==> src/sv/plm_pkg.sv <==
// Package for the pulse meter hourly logger: payload structs, command codes,
// register indexes and the upload-hour reduction. No dependencies.
package plm_pkg;

	typedef enum logic {
		PLM_CMD_PULSE = 1'b0,
		PLM_CMD_TICK  = 1'b1
	} plm_cmd_t;

	localparam int unsigned PLM_CFG_IDX_W = 1;
	localparam int unsigned PLM_CFG_DATA_W = 32;

	localparam logic [PLM_CFG_IDX_W-1:0] PLM_REG_UPLOAD_HOUR = 1'b0;
	localparam logic [PLM_CFG_IDX_W-1:0] PLM_REG_START_TOTAL = 1'b1;

	localparam logic [3:0] PLM_METER_CHANNEL = 4'd5;
	localparam logic [4:0] PLM_LAST_HOUR = 5'd23;

	typedef struct packed {
		plm_cmd_t    cmd;
		logic [3:0]  source_channel;
		logic [31:0] time_stamp;
		logic [4:0]  hour_of_day;
		logic [6:0]  year_now;
		logic [3:0]  month_now;
		logic [4:0]  day_now;
	} plm_in_t;

	typedef struct packed {
		logic        pulse_counted;
		logic [4:0]  closed_hour;
		logic [15:0] hour_count;
		logic [31:0] total_count;
		logic        day_closed;
		logic [5:0]  log_index;
		logic [31:0] frozen_total;
		logic        upload_request;
		logic [4:0]  record_day;
		logic [3:0]  record_month;
		logic [6:0]  record_year;
	} plm_out_t;

	typedef struct packed {
		logic [6:0] year;
		logic [3:0] month;
		logic [4:0] day;
	} plm_date_t;

	// Hour value modulo 24: low three bits pass, upper five bits reduce mod 3
	// (quotient by 3 through multiply by 11 and shift by 5, exact below 32).
	function automatic logic [4:0] plm_mod24(input logic [7:0] v);
		logic [4:0] hi;
		logic [8:0] prod;
		logic [3:0] quo;
		logic [5:0] quo3;
		logic [4:0] rem;
		hi = v[7:3];
		prod = {4'b0, hi} * 9'd11;
		quo = prod[8:5];
		quo3 = {1'b0, quo, 1'b0} + {2'b0, quo};
		rem = hi - quo3[4:0];
		return {rem[1:0], v[2:0]};
	endfunction

endpackage

==> src/sv/plm_core.sv <==
// Logger state and single-pass update logic for one transaction.
// Depends on plm_pkg.
module plm_core #(
	parameter int unsigned LOG_DAYS = 64
) (
	input  logic                                clk,
	input  logic                                arst_n,
	input  logic                                fire,
	input  plm_pkg::plm_in_t                    item,
	input  logic                                cfg_we,
	input  logic [plm_pkg::PLM_CFG_IDX_W-1:0]   cfg_index,
	input  logic [plm_pkg::PLM_CFG_DATA_W-1:0]  cfg_wdata,
	output plm_pkg::plm_out_t                   result
);

	logic [4:0]         upload_hour_q;
	logic [15:0]        hour_cnt_q;
	logic [31:0]        total_q;
	logic [31:0]        frozen_q;
	logic [31:0]        last_stamp_q;
	logic [5:0]         day_idx_q;
	logic               day_armed_q;
	logic               upload_armed_q;
	plm_pkg::plm_date_t date_q;

	logic [15:0]        hour_cnt_d;
	logic [31:0]        total_d;
	logic [31:0]        frozen_d;
	logic [31:0]        last_stamp_d;
	logic [5:0]         day_idx_d;
	logic               day_armed_d;
	logic               upload_armed_d;
	plm_pkg::plm_date_t date_d;
	logic               counted;
	logic               close_day;
	logic               upload;
	logic [3:0]         month_after;

	always_comb begin
		hour_cnt_d = hour_cnt_q;
		total_d = total_q;
		frozen_d = frozen_q;
		last_stamp_d = last_stamp_q;
		day_idx_d = day_idx_q;
		day_armed_d = day_armed_q;
		upload_armed_d = upload_armed_q;
		date_d = date_q;
		counted = 1'b0;
		close_day = 1'b0;
		upload = 1'b0;
		month_after = date_q.month;
		result = '0;

		if (item.cmd == plm_pkg::PLM_CMD_PULSE) begin
			counted = (item.source_channel == plm_pkg::PLM_METER_CHANNEL) &&
				(item.time_stamp != last_stamp_q);
			if (counted) begin
				total_d = total_q + 32'd1;
				hour_cnt_d = hour_cnt_q + 16'd1;
				last_stamp_d = item.time_stamp;
			end
			result.hour_count = hour_cnt_d;
		end else begin
			result.closed_hour = (item.hour_of_day == 5'd0) ?
				plm_pkg::PLM_LAST_HOUR : item.hour_of_day - 5'd1;
			result.hour_count = hour_cnt_q;
			hour_cnt_d = '0;

			close_day = (item.hour_of_day == 5'd0) && day_armed_q;
			day_armed_d = !close_day;
			if (close_day) begin
				day_idx_d = (day_idx_q == 6'(LOG_DAYS - 1)) ? 6'd0 : day_idx_q + 6'd1;
				frozen_d = total_q;
				date_d = '{year: item.year_now, month: item.month_now, day: item.day_now};
				month_after = item.month_now;
			end

			upload = (item.hour_of_day == upload_hour_q) && upload_armed_q;
			upload_armed_d = !upload;
			// On an upload, fill in the date when the log has no valid month yet
			if (upload && (month_after < 4'd1 || month_after > 4'd12)) begin
				date_d = '{year: item.year_now, month: item.month_now, day: item.day_now};
			end
		end

		result.pulse_counted = counted;
		result.total_count = total_d;
		result.day_closed = close_day;
		result.log_index = day_idx_d;
		result.frozen_total = frozen_d;
		result.upload_request = upload;
		result.record_day = date_d.day;
		result.record_month = date_d.month;
		result.record_year = date_d.year;
	end

	always_ff @(posedge clk or negedge arst_n) begin
		if (!arst_n) begin
			upload_hour_q <= '0;
			hour_cnt_q <= '0;
			total_q <= '0;
			frozen_q <= '0;
			last_stamp_q <= '0;
			day_idx_q <= '0;
			day_armed_q <= 1'b1;
			upload_armed_q <= 1'b1;
			date_q <= '0;
		end else if (cfg_we) begin
			case (cfg_index)
				plm_pkg::PLM_REG_UPLOAD_HOUR: begin
					upload_hour_q <= plm_pkg::plm_mod24(cfg_wdata[7:0]);
				end
				plm_pkg::PLM_REG_START_TOTAL: begin
					total_q <= cfg_wdata;
					frozen_q <= cfg_wdata;
					hour_cnt_q <= '0;
				end
				default: begin
				end
			endcase
		end else if (fire) begin
			hour_cnt_q <= hour_cnt_d;
			total_q <= total_d;
			frozen_q <= frozen_d;
			last_stamp_q <= last_stamp_d;
			day_idx_q <= day_idx_d;
			day_armed_q <= day_armed_d;
			upload_armed_q <= upload_armed_d;
			date_q <= date_d;
		end
	end

	// Day index stays inside the ring
	assert property (@(posedge clk) disable iff (!arst_n)
		day_idx_q <= 6'(LOG_DAYS - 1))
		else $error("day index beyond ring");

	// A closed day freezes the running total
	assert property (@(posedge clk) disable iff (!arst_n)
		fire && !cfg_we && result.day_closed |=> frozen_q == total_q)
		else $error("frozen total differs after day close");

	// Two day closes never happen on back-to-back ticks
	assert property (@(posedge clk) disable iff (!arst_n)
		fire && !cfg_we && result.day_closed |=> !day_armed_q)
		else $error("day flag still armed after close");

endmodule

==> src/sv/pulse_meter_hourly_logger.sv <==
// Top level of the pulse meter hourly logger: input register, result register
// and handshake control around plm_core. Depends on plm_pkg and plm_core.
// An accepted item goes into the input register, then through plm_core into the
// result register. Throughput: one transaction per cycle while out_ready holds;
// a new item can enter the empty input register while a result waits.
// Reset (arst_n low, asynchronous): pipeline empty, counts and totals zero,
// upload hour zero, day and upload flags armed, stored date zero.
module pulse_meter_hourly_logger #(
	parameter int unsigned LOG_DAYS = 64
) (
	input  logic                                clk,
	input  logic                                arst_n,
	input  logic                                in_valid,
	output logic                                in_ready,
	input  plm_pkg::plm_in_t                    in_data,
	output logic                                out_valid,
	input  logic                                out_ready,
	output plm_pkg::plm_out_t                   out_data,
	input  logic                                cfg_we,
	input  logic [plm_pkg::PLM_CFG_IDX_W-1:0]   cfg_index,
	input  logic [plm_pkg::PLM_CFG_DATA_W-1:0]  cfg_wdata
);

	logic              valid_s1;
	plm_pkg::plm_in_t  item_s1;
	logic              valid_s2;
	plm_pkg::plm_out_t result_s2;
	plm_pkg::plm_out_t result;
	logic              advance;

	// Move stage 1 into the result register when it is free or being drained
	assign advance = valid_s1 && (!valid_s2 || out_ready);
	assign in_ready = !valid_s1 || advance;
	assign out_valid = valid_s2;
	assign out_data = result_s2;

	always_ff @(posedge clk or negedge arst_n) begin
		if (!arst_n) begin
			valid_s1 <= 1'b0;
			valid_s2 <= 1'b0;
		end else begin
			if (in_ready) begin
				valid_s1 <= in_valid;
			end
			if (advance) begin
				valid_s2 <= 1'b1;
			end else if (out_ready) begin
				valid_s2 <= 1'b0;
			end
		end
	end

	always_ff @(posedge clk) begin
		if (in_valid && in_ready) begin
			item_s1 <= in_data;
		end
		if (advance) begin
			result_s2 <= result;
		end
	end

	plm_core #(
		.LOG_DAYS (LOG_DAYS)
	) u_core (
		.clk       (clk),
		.arst_n    (arst_n),
		.fire      (advance),
		.item      (item_s1),
		.cfg_we    (cfg_we),
		.cfg_index (cfg_index),
		.cfg_wdata (cfg_wdata),
		.result    (result)
	);

	// An empty result register never blocks the input side
	assert property (@(posedge clk) disable iff (!arst_n)
		!valid_s2 |-> in_ready)
		else $error("input stalled with empty result register");

	// A counted pulse never reports a day close or an upload
	assert property (@(posedge clk) disable iff (!arst_n)
		valid_s2 && result_s2.pulse_counted |->
			!result_s2.day_closed && !result_s2.upload_request)
		else $error("pulse result carries tick flags");

	// A day close only comes from the hour-zero tick
	assert property (@(posedge clk) disable iff (!arst_n)
		valid_s2 && result_s2.day_closed |-> result_s2.closed_hour == plm_pkg::PLM_LAST_HOUR)
		else $error("day closed outside hour zero");

endmodule
==> config.mk <==
export PLATFORM = sky130hd
export DESIGN_NAME = pulse_meter_hourly_logger
export DESIGN_NICKNAME = d
export VERILOG_FILES = /design/src/sv/plm_pkg.sv /design/src/sv/plm_core.sv /design/src/sv/pulse_meter_hourly_logger.sv
export SDC_FILE = /design/constraint.sdc
export NUM_CORES = 1
export LEC_CHECK = 0
export ABC_CLOCK_PERIOD_IN_PS = 7050
export BUFFER_PORTS_ARGS = -buffer_cell sky130_fd_sc_hd__buf_2
export CORE_MARGIN = 8
export CORE_UTILIZATION = 57
export CTS_CLUSTER_SIZE = 30
export DETAILED_ROUTE_END_ITERATION = 8
export GPL_TIMING_DRIVEN = 0
export PLACE_DENSITY = 0.77
export SETUP_SLACK_MARGIN = 0.02
export SLEW_MARGIN = 40
export SYNTH_ARGS = -nofsm -noshare
export SYNTH_HDL_FRONTEND = slang
export SYNTH_SLANG_ARGS = --single-unit
==> constraint.sdc <==
create_clock -name clk -period 7.05 [get_ports clk]
set_input_delay 0 -clock clk [delete_from_list [all_inputs] [get_ports clk]]
set_output_delay 0 -clock clk [all_outputs]
set_load 0.02 [all_outputs]
* After elaboration in Yosys (flattened, before gate mapping)
Index checks and enable logic that the tools add are counted.
Word-level totals: register bits 311, word-level logic and storage cells 97, output and inout port bits 112, bits of input ports 96
Operators by class: multiplexer cells 26, order comparisons 2, equality and inequality tests 5, multiply operators 1, reduce and logical (&&, ||, !) cells 22, bitwise gates (word level) 3, add/subtract/negate cells 6
Operator list (number):
- 32-bit two-way mux | 9
- 16-bit two-way mux | 9
- 32-bit by 1-bit adder with 32-bit output, second input constant | 1
- 32-bit != test | 1
- 6-bit two-way mux | 3
- 16-bit by 1-bit adder with 16-bit output, second input constant | 1
- 4-bit two-way mux | 2
- 5-bit by 4-bit multiplier with 7-bit output, second input constant | 1
- 6-bit by 1-bit adder with 6-bit output, second input constant | 1
- 6-bit equality test, second input constant | 1
- 1-bit logical AND | 6
- 2-bit AND reduction | 3
- 5-bit equality test | 1
- 5-bit zero test | 1
- 5-bit two-way mux | 1
- 5-bit by 1-bit subtractor with 5-bit output, second input constant | 1
- 4-bit by 3-bit equality test with 1-bit output, second input constant | 1
- 4-bit > comparator, second input constant | 1
- 1-bit zero test | 4
- 4-bit by 1-bit less-than comparator with 1-bit output, second input constant | 1
- 4-bit AND reduction | 1
- 2-bit nonzero test | 2
- 1-bit logical OR | 3
- 1-bit inverter | 3
- 6 further kinds | 7

* Logic depth before layout (Yosys ltp)
Gate-level depths: netlist of run 1.
word-level depth 9, gate-level depth with buffers 13, mapped depth without buffers 13

* By module
A second synthesis of run 1 with hierarchy kept.
Second synthesis, totals: cells, all modules 1200, area, all modules 14671.6 µm²
Modules (own cells, without submodules):
- plm_core | sequential area each 3530.9 µm², cells each 1024, area an instance 9522.9 µm², times used 1
- pulse_meter_hourly_logger | sequential area each 5094.9 µm², cells each 176, area an instance 5148.7 µm², times used 1

* Worst setup path before layout of run 1
Ideal clock, no wire load.
path type reg2reg, start reg valid_s2, in the netlist out_valid, end reg u_core.total_q[31], cell stages (with the launch flop) 5, library setup time 0.126 ns, path buffers 0, data required time 6.924 ns, setup slack 0.876 ns, period minus slack after synthesis 6.174 ns, data arrival time 6.048 ns, cell sequence dfrtp_1 > nor2b_1 > nor2_1 > a31oi_1 > o31a_1
On the way: longest elaborated chain between the ends 5
RTL lines:
- from (decl) | RTL line pulse_meter_hourly_logger.sv:26 | logic valid_s2;
- from (signal assigned) | RTL line pulse_meter_hourly_logger.sv:40 | valid_s2 <= 1'b0;
- from (signal assigned) | RTL line pulse_meter_hourly_logger.sv:46 | valid_s2 <= 1'b1;
- from (signal assigned) | RTL line pulse_meter_hourly_logger.sv:48 | valid_s2 <= 1'b0;
- 1-bit zero test | RTL line pulse_meter_hourly_logger.sv:32 | assign advance = valid_s1 && (!valid_s2 || out_ready);
- 1-bit logical OR | RTL line pulse_meter_hourly_logger.sv:32
- 1-bit logical AND | RTL line pulse_meter_hourly_logger.sv:32
- via advance | RTL line pulse_meter_hourly_logger.sv:29 | logic advance;
- 2-bit nonzero test (no source line)
- 2-bit AND reduction (no source line)
- to (signal assigned) | RTL line plm_core.sv:114 | total_q <= cfg_wdata;
- to (signal assigned) | RTL line plm_core.sv:123 | total_q <= total_d;
- to (decl) | RTL line plm_core.sv:18 | logic [31:0] total_q;
The timed path passes the listed nets, and every way through them passes these cells. A chain may end at the register's enable or synchronous reset.

* Worst setup path in the final report of run 1
start reg valid_s2, in the netlist out_valid, end reg u_core.total_q[27]
On the way: longest elaborated chain between the ends 5
RTL lines (RTL line):
- 1-bit zero test | pulse_meter_hourly_logger.sv:32
- 1-bit logical OR | pulse_meter_hourly_logger.sv:32
- 1-bit logical AND | pulse_meter_hourly_logger.sv:32
- 2-bit nonzero test (no source line)
- 2-bit AND reduction (no source line)
Every way passes these cells.

==> impl_metrics.ini, run 1 <==
[outcome]
status = completed

[hold_path]
hold_path.class = in2async

[logic_synthesis]
avgSynthCellArea_um2 = 12.0
postSynthCellCount = 1192
ys_ff_latch = 311
synthArstFlopShare_pct = 46.0
post-synth-top-count-cell = nand2_1
synth_area_leaders = edfxtp_1, dfrtp_1, nand2_1
netlist_top_cells_count = nand2_1, edfxtp_1, dfrtp_1
synth_warnings = 0
yosysSeqAreaShare_pct = 60.1
synth_top_area_cell = edfxtp_1
synth-main-ff-cell = edfxtp_1
synth_fp_nets = 1306
syn-cell-area_um2 = 14300
synth_edf_count = 168
synthDistinctLibCells = 83
synth_top_cell_area_share_pct = 35.2

[worst_setup_path]
crit_chain = nor2b_1 -> or3_1 -> clkbuf_1 -> clkbuf_1 -> clkbuf_1 -> o21ai_0 -> a21bo_2
end_kind = flip-flop
critPathMaxFanout = 10
cpPeakStageDelay_ns = 0.59
r2r_slack_ns = 3.90
r2r_cells = 7
cp.required_ns = 7.49
start_kind = flip-flop
crit_slowest_cell = clkbuf_1
rr_endpoint = u_core.total_q[27]
crit_top_cell = clkbuf_1
worst-setup-path-type = reg2reg
arrival_ns = 3.59
timing.rr.start = out_valid

[run]
maxCapViolCount = 0

[timing]
finalHoldWorstSlack_ns = 0.0671
fmax_mhz = 318
rsz0062_at_grt = false
post-route-period-util_pct = 44.6
hold_viol = 0
skew_ns = 0.0161
layout_setup_ws_ns = 3.90
fin_crit_ns = 3.15
setup_tns_ns = 0
tightest_slew_ns = 0.824
drv_slew = 0
setup_viol = 0
relSlewSlack_pct = 45.1

[clock_tree]
cts-root-buf = clkbuf_16
cts_sinks = 311
cts_resized = 0
clkLatencyLatePin_ns = 0.56
cts_setup_buffers = 0
path_clk_slew_ns = 0.06
ctsLongestPathBuffers = 3
cts_tree = done
htreeDepth = 1
cts_buffers = 31

[grt]
grt_antenna_before_repair = 0
grt_usage_pct = 25.4
grt_pass1_wl_um = 62200
grt_max_degree = 67
gr-total-overflow = 0
first_global_vias = 11400

[placed_design]
dp_slack_ns = 4.10
port_buffers = 207
dpl.hpwl_um = 25700
place_congestion = 0.903
dpl_cell_area_um2 = 16000
dpl.cell_count = 1738

[cells_and_area]
fin_util_pct = 72.2
layoutNonFillerInstCount = 1892
drive_above_1_share_pct = 25.5
nets = 1652
syn_to_final_growth_pct = 25.6
num_antenna_cells = 0
fin_area_um2 = 18000

[floorplan]
die_w_um = 175
die-area_um2 = 30500
num_rows = 58
start_util_pct = 57.4
die_y_um = 175
pin_count = 208
fp.coreArea_um2 = 25000

[pwr]
powerDensity_nw_per_um2 = 266
power_leakage_nw = 7.96
ir_drop_v = 0.000251
finalPower_mw = 4.79

[detailed_routing]
drtIter0Drc = 1067
drc_errors = 0
viasPerCell = 5.78
firstDrtPassIters = 5
vias = 10900
wl_per_cell_um = 20.9
wl_um = 39500
ant_nets = 0
state kept, by name (all words and copies together), names as in the netlist, 5 cells and up:
name                  cells
out_data                110
item_s1                  58
u_core.frozen_q          32
u_core.last_stamp_q      32
u_core.total_q           32
u_core.date_q            16
u_core.hour_cnt_q        16
u_core.day_idx_q          6
u_core.upload_hour_q      5
worst max-delay path, delay by kind of cell (launching register included):
kind	cells	cell delay (ns)
buffers and inverters	3	1.50
DFF	1	0.37
and+or+nand+nor	2	0.76
AOI/OAI and AO/OA	2	0.40
placed cells by master, fill, tap and decap left out, drive strengths merged, types with 4 or more instances in the layout:
cell type      n
and3          24
a22oi         34
nor4          12
a2111oi        4
nor2          39
a211oi         7
dfrtp        141
a21oi         17
inv           20
bufinv         4
mux2          66
nand4         16
a21o           4
and4           8
edfxtp       168
xor2          56
nor3          11
or4            6
o21ai         30
a31o           6
ha            17
dlygate4sd3   97
xnor2         40
nand3         54
o211ai        18
a221o         12
clkbuf        71
clkinv        12
and2           9
buf          253
a31oi          6
or3            7
nand2        242
repair_timing:
action | CTS | global route
endpoints found under the setup margin | 0 | 0
hold endpoints to repair | 290 | 0
hold buffers | 97 | 0
per-layer routing:
| metal | vias to the layer above | routed length, um | track usage (%) |
|---|---|---|---|
| li1 | 4992 | - | - |
| met1 | 5351 | 15700 | 31.6 |
| met2 | 502 | 19200 | 42.8 |
| met3 | 90 | 3230 | 5.70 |
| met4 | 0 | 1370 | 9.86 |
| met5 | - | 0 | 0 |
how the worst max path moves through the flow:
stage / startpoint / to / slack [ns] / cells after the start
3_5_place_dp: out_valid / u_core.total_q[27] / 4.10 / 7
4_1_cts: out_valid / u_core.total_q[27] / 4.06 / 7
6_report: out_valid / u_core.total_q[27] / 3.90 / 7
3_3_place_gp: out_valid / u_core.total_q[31] / -1.04 / 4
2_1_floorplan: out_valid / u_core.total_q[31] / 0.88 / 4
5_1_grt: out_valid / u_core.total_q[27] / 3.89 / 7
logic make-up (layout without fill, tap and decap cells):
group | after synthesis | after routing | share of synthesized area, %
compound gates | 167 | 167 | 9.16
xor+xnor | 96 | 96 | 5.86
fa+ha+maj | 18 | 18 | 1.62
buf+inv | 89 | 459 | 2.86
flops | 311 | 311 | 60.1
mux | 69 | 69 | 5.39
simple gates | 442 | 442 | 15.0
layout make-up:
type,instances,area [um2]
Fill cell,1661,6950
Multi-Input combinational cell,792,5330
Sequential cell,311,8630
Inverter,21,78.8
Tap cell,330,413
Clock buffer,40,830
Timing Repair Buffer,313,2220
Clock inverter,17,190
Buffer,68,332
report_power, final:
part           switching, mW  internal (mW)
combinational          0.467          0.335
clock                  0.699          0.974
sequential             0.141           2.18
total                   1.31           3.49
(Power assumes the default switching activity.)
==> run 2: changes to the inputs <==
- ABC_CLOCK_PERIOD_IN_PS: 7050 -> 2850
- CORE_UTILIZATION: 57 -> 52
- PLACE_DENSITY: 0.77 -> 0.73
- clock period: 7.05 -> 2.85 ns (I/O delays scaled with it)
==> run 2 against run 1 <==
Against the previous run:
- combinational power grew 150%
- sequential share of layout area shrank 0.083 points
- non-clock buffer count grew 2
- die area grew 8.7%
- worst hold slack lost 0.041 ns
- sequential cell count is the same
==> impl_metrics.ini, run 2 (synthesis results as in run 1) <==
[timing]
relSlewSlack_pct = 45.8
rsz0062_at_grt = false
setup_viol = 0
drv_slew = 0
setup_tns_ns = 0
skew_ns = 0.0105
post-route-period-util_pct = 93.7
layout_setup_ws_ns = 0.179
fmax_mhz = 374
hold_viol = 0
finalHoldWorstSlack_ns = 0.0257
tightest_slew_ns = 0.813
fin_crit_ns = 2.67

[placed_design]
dpl_cell_area_um2 = 16000
dp_slack_ns = 0.0306
dpl.cell_count = 1749
dpl.hpwl_um = 26500
port_buffers = 207
place_congestion = 0.900

[pwr]
finalPower_mw = 11.8
power_leakage_nw = 7.96
ir_drop_v = 0.000497
powerDensity_nw_per_um2 = 651

[detailed_routing]
vias = 10800
wl_um = 39200
drtIter0Drc = 954
met1_length_um = 16300
firstDrtPassIters = 7
ant_nets = 0
highest_layer = met4
met2_length_um = 18600
dr_wl_met3_um = 3170
viasPerCell = 5.65
wl_per_cell_um = 20.5
drc_errors = 0

[floorplan]
die-area_um2 = 33100
die_w_um = 182
fp.coreArea_um2 = 27000
die_y_um = 182
pin_count = 208
num_rows = 60
start_util_pct = 53.1

[worst_setup_path]
crit_top_cell = ha_1
critPathMaxFanout = 8
end_kind = flip-flop
cp.required_ns = 3.28
cpPeakStageDelay_ns = 0.55
crit_slowest_cell = dlygate4sd3_1
crit_chain = dlygate4sd3_1 -> buf_4 -> ha_1 -> fa_1 -> ha_1 -> a21oi_2 -> xnor2_1 -> ha_1 -> inv_1 -> ha_1 -> nor2_1 -> xnor2_1 -> xnor2_1 -> o21ai_0
worst-setup-path-type = in2reg
start_kind = primary input
arrival_ns = 3.10

[run]
maxCapViolCount = 0

[cells_and_area]
largest_register_ffs = 110
syn_to_final_growth_pct = 25.9
final_cell_mix = nand2_1, buf_2, edfxtp_1
num_antenna_cells = 0
fin_util_pct = 66.8
drive_above_1_share_pct = 26.1
layout.cells.most_common = nand2_1
multi_input_area_um2 = 5360
fill_cells = 1961
layoutNonFillerInstCount = 1906
seq_area_um2 = 8630
fin_area_um2 = 18000
nets = 1654

[grt]
grt_max_degree = 61
grt_pass1_wl_um = 61100
first_global_vias = 11000
grt_antenna_before_repair = 0
grt_usage_pct = 23.1
gr-total-overflow = 0

[clock_tree]
htreeDepth = 1
ctsLongestPathBuffers = 3
cts_tree = done
cts_buffers = 31
cts_sinks = 311
path_clk_slew_ns = 0.07
clkLatencyLatePin_ns = 0.57
cts-root-buf = clkbuf_16

[outcome]
status = completed

[hold_path]
hold_path.class = in2async
[run 2: cell type report]
cell class	instances	area share, %
Clock buffer	43	4.77
Inverter	21	0.437
Clock inverter	15	0.776
Buffer	68	1.85
Sequential cell	311	47.8
Multi-Input combinational cell	792	29.7
Timing Repair Buffer	315	12.3
Tap cell	341	2.36
[run 2: final timing paths]
| path | start | endpoint | slack, ns | cells after the start |
|---|---|---|---|---|
| worst min-delay path | arst_n | u_core.upload_armed_q | 0.03 | 2 |
| worst max-delay path | cfg_wdata[4] | u_core.upload_hour_q[4] | 0.18 | 14 |
| worst min register to register | u_core.frozen_q[5] | u_core.frozen_q[5] | 0.48 | 2 |
| worst max register to register | item_s1[56] | out_data[95] | 0.23 | 8 |
| min in group clk | in_data[52] | item_s1[52] | 0.14 | 2 |
| max in group asynchronous | arst_n | u_core.frozen_q[16] | 2.48 | 3 |
[run 2: metal layers]
layer	track usage (%)	vias up
met5	0	-
met3	5.70	85
li1	-	5011
met4	7.61	0
met1	29.3	5225
met2	38.3	440
[run 2: critical path, delay by kind of cell]
kind                       cells  cell delay [ns]
and+or+nand+nor                1             0.13
buffers and inverters          3             0.77
adders and majority gates      5             1.54
AOI/OAI and AO/OA              2             0.25
xor gates and xnor gates       3             0.40
[run 2: report_power, final]
part | internal [mW] | total [mW] | switching, mW
combinational | 0.828 | 1.98 | 1.15
clock | 2.29 | 4.05 | 1.76
sequential | 5.39 | 5.73 | 0.341
[run 2: repair_timing]
item | 4_1_cts | 5_1_grt
cloned | 0 | 0
hold buffers | 97 | 0
gates resized for setup | 1 | 7
buffers inserted | 0 | 2
hold endpoints to repair | 272 | 0
setup endpoints to repair | 18 | 37
pin swaps | 0 | 1
==> run 3: changes to the inputs <==
--- a/config.mk
+++ b/config.mk
@@ -14,3 +14,3 @@
 export GPL_TIMING_DRIVEN = 0
-export PLACE_DENSITY = 0.73
+export PLACE_DENSITY_LB_ADDON = 0.12
 export SETUP_SLACK_MARGIN = 0.02
==> constraint.sdc (replaced) <==
create_clock -name clk -period 2.85 [get_ports clk]
set_input_delay 0.285 -clock clk [delete_from_list [all_inputs] [get_ports clk]]
set_output_delay 0.285 -clock clk [all_outputs]
set_load 0.02 [all_outputs]
==> run 3 against run 2 <==
Against the previous run:
- sequential cell count unchanged
- sequential share of layout area rose by 0.80 points
- core utilization decreased by 1.1 points
- clock skew hardly changed
- routed wire length shrank 4.1%
- via count down 2.9%
- largest cell class unchanged
- final cell count fell by 1.8%
- sequential power barely moved
- clock-buffer cell count grew 4
==> impl_metrics.ini, run 3 (synthesis results as in run 1) <==
[cells_and_area]
layout.cells.most_common = nand2_1
fin_util_pct = 65.7
fill_cells = 2069
nets = 1618
syn_to_final_growth_pct = 23.8
largest_register_ffs = 110
fin_area_um2 = 17800
drive_above_1_share_pct = 26.7
final_cell_mix = nand2_1, buf_2, edfxtp_1

[worst_setup_path]
worst-setup-path-type = reg2reg
cp_top_family = buffers and inverters
arrival_ns = 2.90
critPathMaxFanout = 10
crit_top_cell = buf_2
crit_slowest_cell = a21oi_2
cp.required_ns = 3.09
r2r_cells = 9
end_kind = flip-flop
path_buf_inv = 3
rr_endpoint = out_data[84]
r2r_slack_ns = 0.20
crit_chain = and4bb_1 -> buf_4 -> and2_0 -> buf_2 -> nand2_4 -> a21oi_2 -> buf_2 -> nand3_1 -> xnor2_1
cpPeakStageDelay_ns = 0.38
timing.rr.start = item_s1[54]
start_kind = flip-flop

[clock_tree]
cts_setup_buffers = 0
ctsLongestPathBuffers = 3
clkLatencyLatePin_ns = 0.51
cts_sinks = 311
cts_tree = done
cts_buffers = 34
htreeDepth = 2
cts-root-buf = clkbuf_16
path_clk_slew_ns = 0.06

[pwr]
comb_power_share_pct = 16.1
p_int_mw = 8.70
switching_share_pct = 26.9
p_sw_mw = 3.20
p_clk_share_pct = 35.8
power_leakage_nw = 7.85
seq_power_share_pct = 48.1
powerDensity_nw_per_um2 = 670
ir_drop_v = 0.000525

[hold_path]
min_to = u_core.total_q[9]
hold_depth = 2
hold_path.class = in2reg
min-delay-start = cfg_wdata[9]

[timing]
relSlewSlack_pct = 47.6
hold_viol = 0
tightest_slew_ns = 0.786
post-route-period-util_pct = 93.1
layout_setup_ws_ns = 0.196
rsz0062_at_grt = false
skew_ns = 0.0109
drv_slew = 0
fmax_mhz = 377
fin_crit_ns = 2.65
setup_viol = 0

[floorplan]
pin_count = 208
die-area_um2 = 33100
fp.coreArea_um2 = 27000
die_y_um = 182
start_util_pct = 53.1
num_rows = 60
die_w_um = 182

[detailed_routing]
vias = 10500
drc_errors = 0
ant_nets = 0
wl_per_cell_um = 20.1
firstDrtPassIters = 5
wl_um = 37500
drtIter0Drc = 930
viasPerCell = 5.58

[grt]
gr-total-overflow = 0
first_global_vias = 10700
grt_antenna_before_repair = 6
grt_max_degree = 55
grt_usage_pct = 22.6
grt_pass1_wl_um = 59100

[placed_design]
dpl_cell_area_um2 = 16000
place_congestion = 0.911
dp_slack_ns = -0.212
dpl.hpwl_um = 26500
port_buffers = 207

[run]
maxCapViolCount = 0

[outcome]
status = completed
## run 3: worst max path at each step
stage,start,end,slack (ns),depth (start not counted)
global route,item_s1[45],out_data[97],0.03,7
finish,item_s1[54],out_data[84],0.20,9
global placement,arst_n,out_valid,-1.14,1
detailed placement,cfg_wdata[4],u_core.upload_hour_q[4],-0.21,12
CTS,out_valid,u_core.total_q[19],0.09,7
floorplan,out_valid,u_core.total_q[31],0.02,4
## run 3: timing repair
item | in CTS | in global routing
endpoints found under the setup margin | 30 | 29
pin swaps | 0 | 0
resized for setup | 1 | 3
hold buffers | 60 | 0
endpoints found under the hold margin | 103 | 0
## run 3: per-layer routing
metal	vias to the layer above	part of all wire, %	routed length [um]	global-route usage (%)
met3	82	7.2	2700	5.04
met4	8	2.9	1090	8.23
met1	5063	43	16000	29.3
li1	4940	-	-	-
met5	-	0.11	42	0
met2	360	47	17700	37.0
## run 3: final cells by class
type,instances,area [um2],share of cell area [%]
clock buffer,47,982,5.53
sequential,311,8630,48.6
buffer,68,333,1.87
tap,341,427,2.40
antenna,2,5.00,0.0282
clock inverter,14,106,0.599
inverter,21,78.8,0.444
timing repair buffer,276,1850,10.4
multi-input combinational,792,5340,30.1
## run 3: stage by stage
stage	power (mW)	std cells	TNS [ns]	hold slack, ns
after floorplan	6.93	1192	0	-0.0106
after CTS	12.0	1870	0	0.0134
after detailed placement	7.65	1749	-0.324	0.223
final	11.9	1872	0	0.0300
after global placement	7.55	1740	-192.34	0.454
after global routing	12.4	1871	0	0.0167
## run 3: power groups by stage
| stage | logic (mW) | clock network [mW] | registers (mW) |
|---|---|---|---|
| 2_1_floorplan | 0.957 | 0 | 5.98 |
| 3_3_place_gp | 1.77 | 0 | 5.79 |
| 3_5_place_dp | 1.86 | 0 | 5.79 |
| 4_1_cts | 1.94 | 4.35 | 5.71 |
| 5_1_grt | 2.11 | 4.52 | 5.78 |
| 6_report | 1.92 | 4.26 | 5.72 |
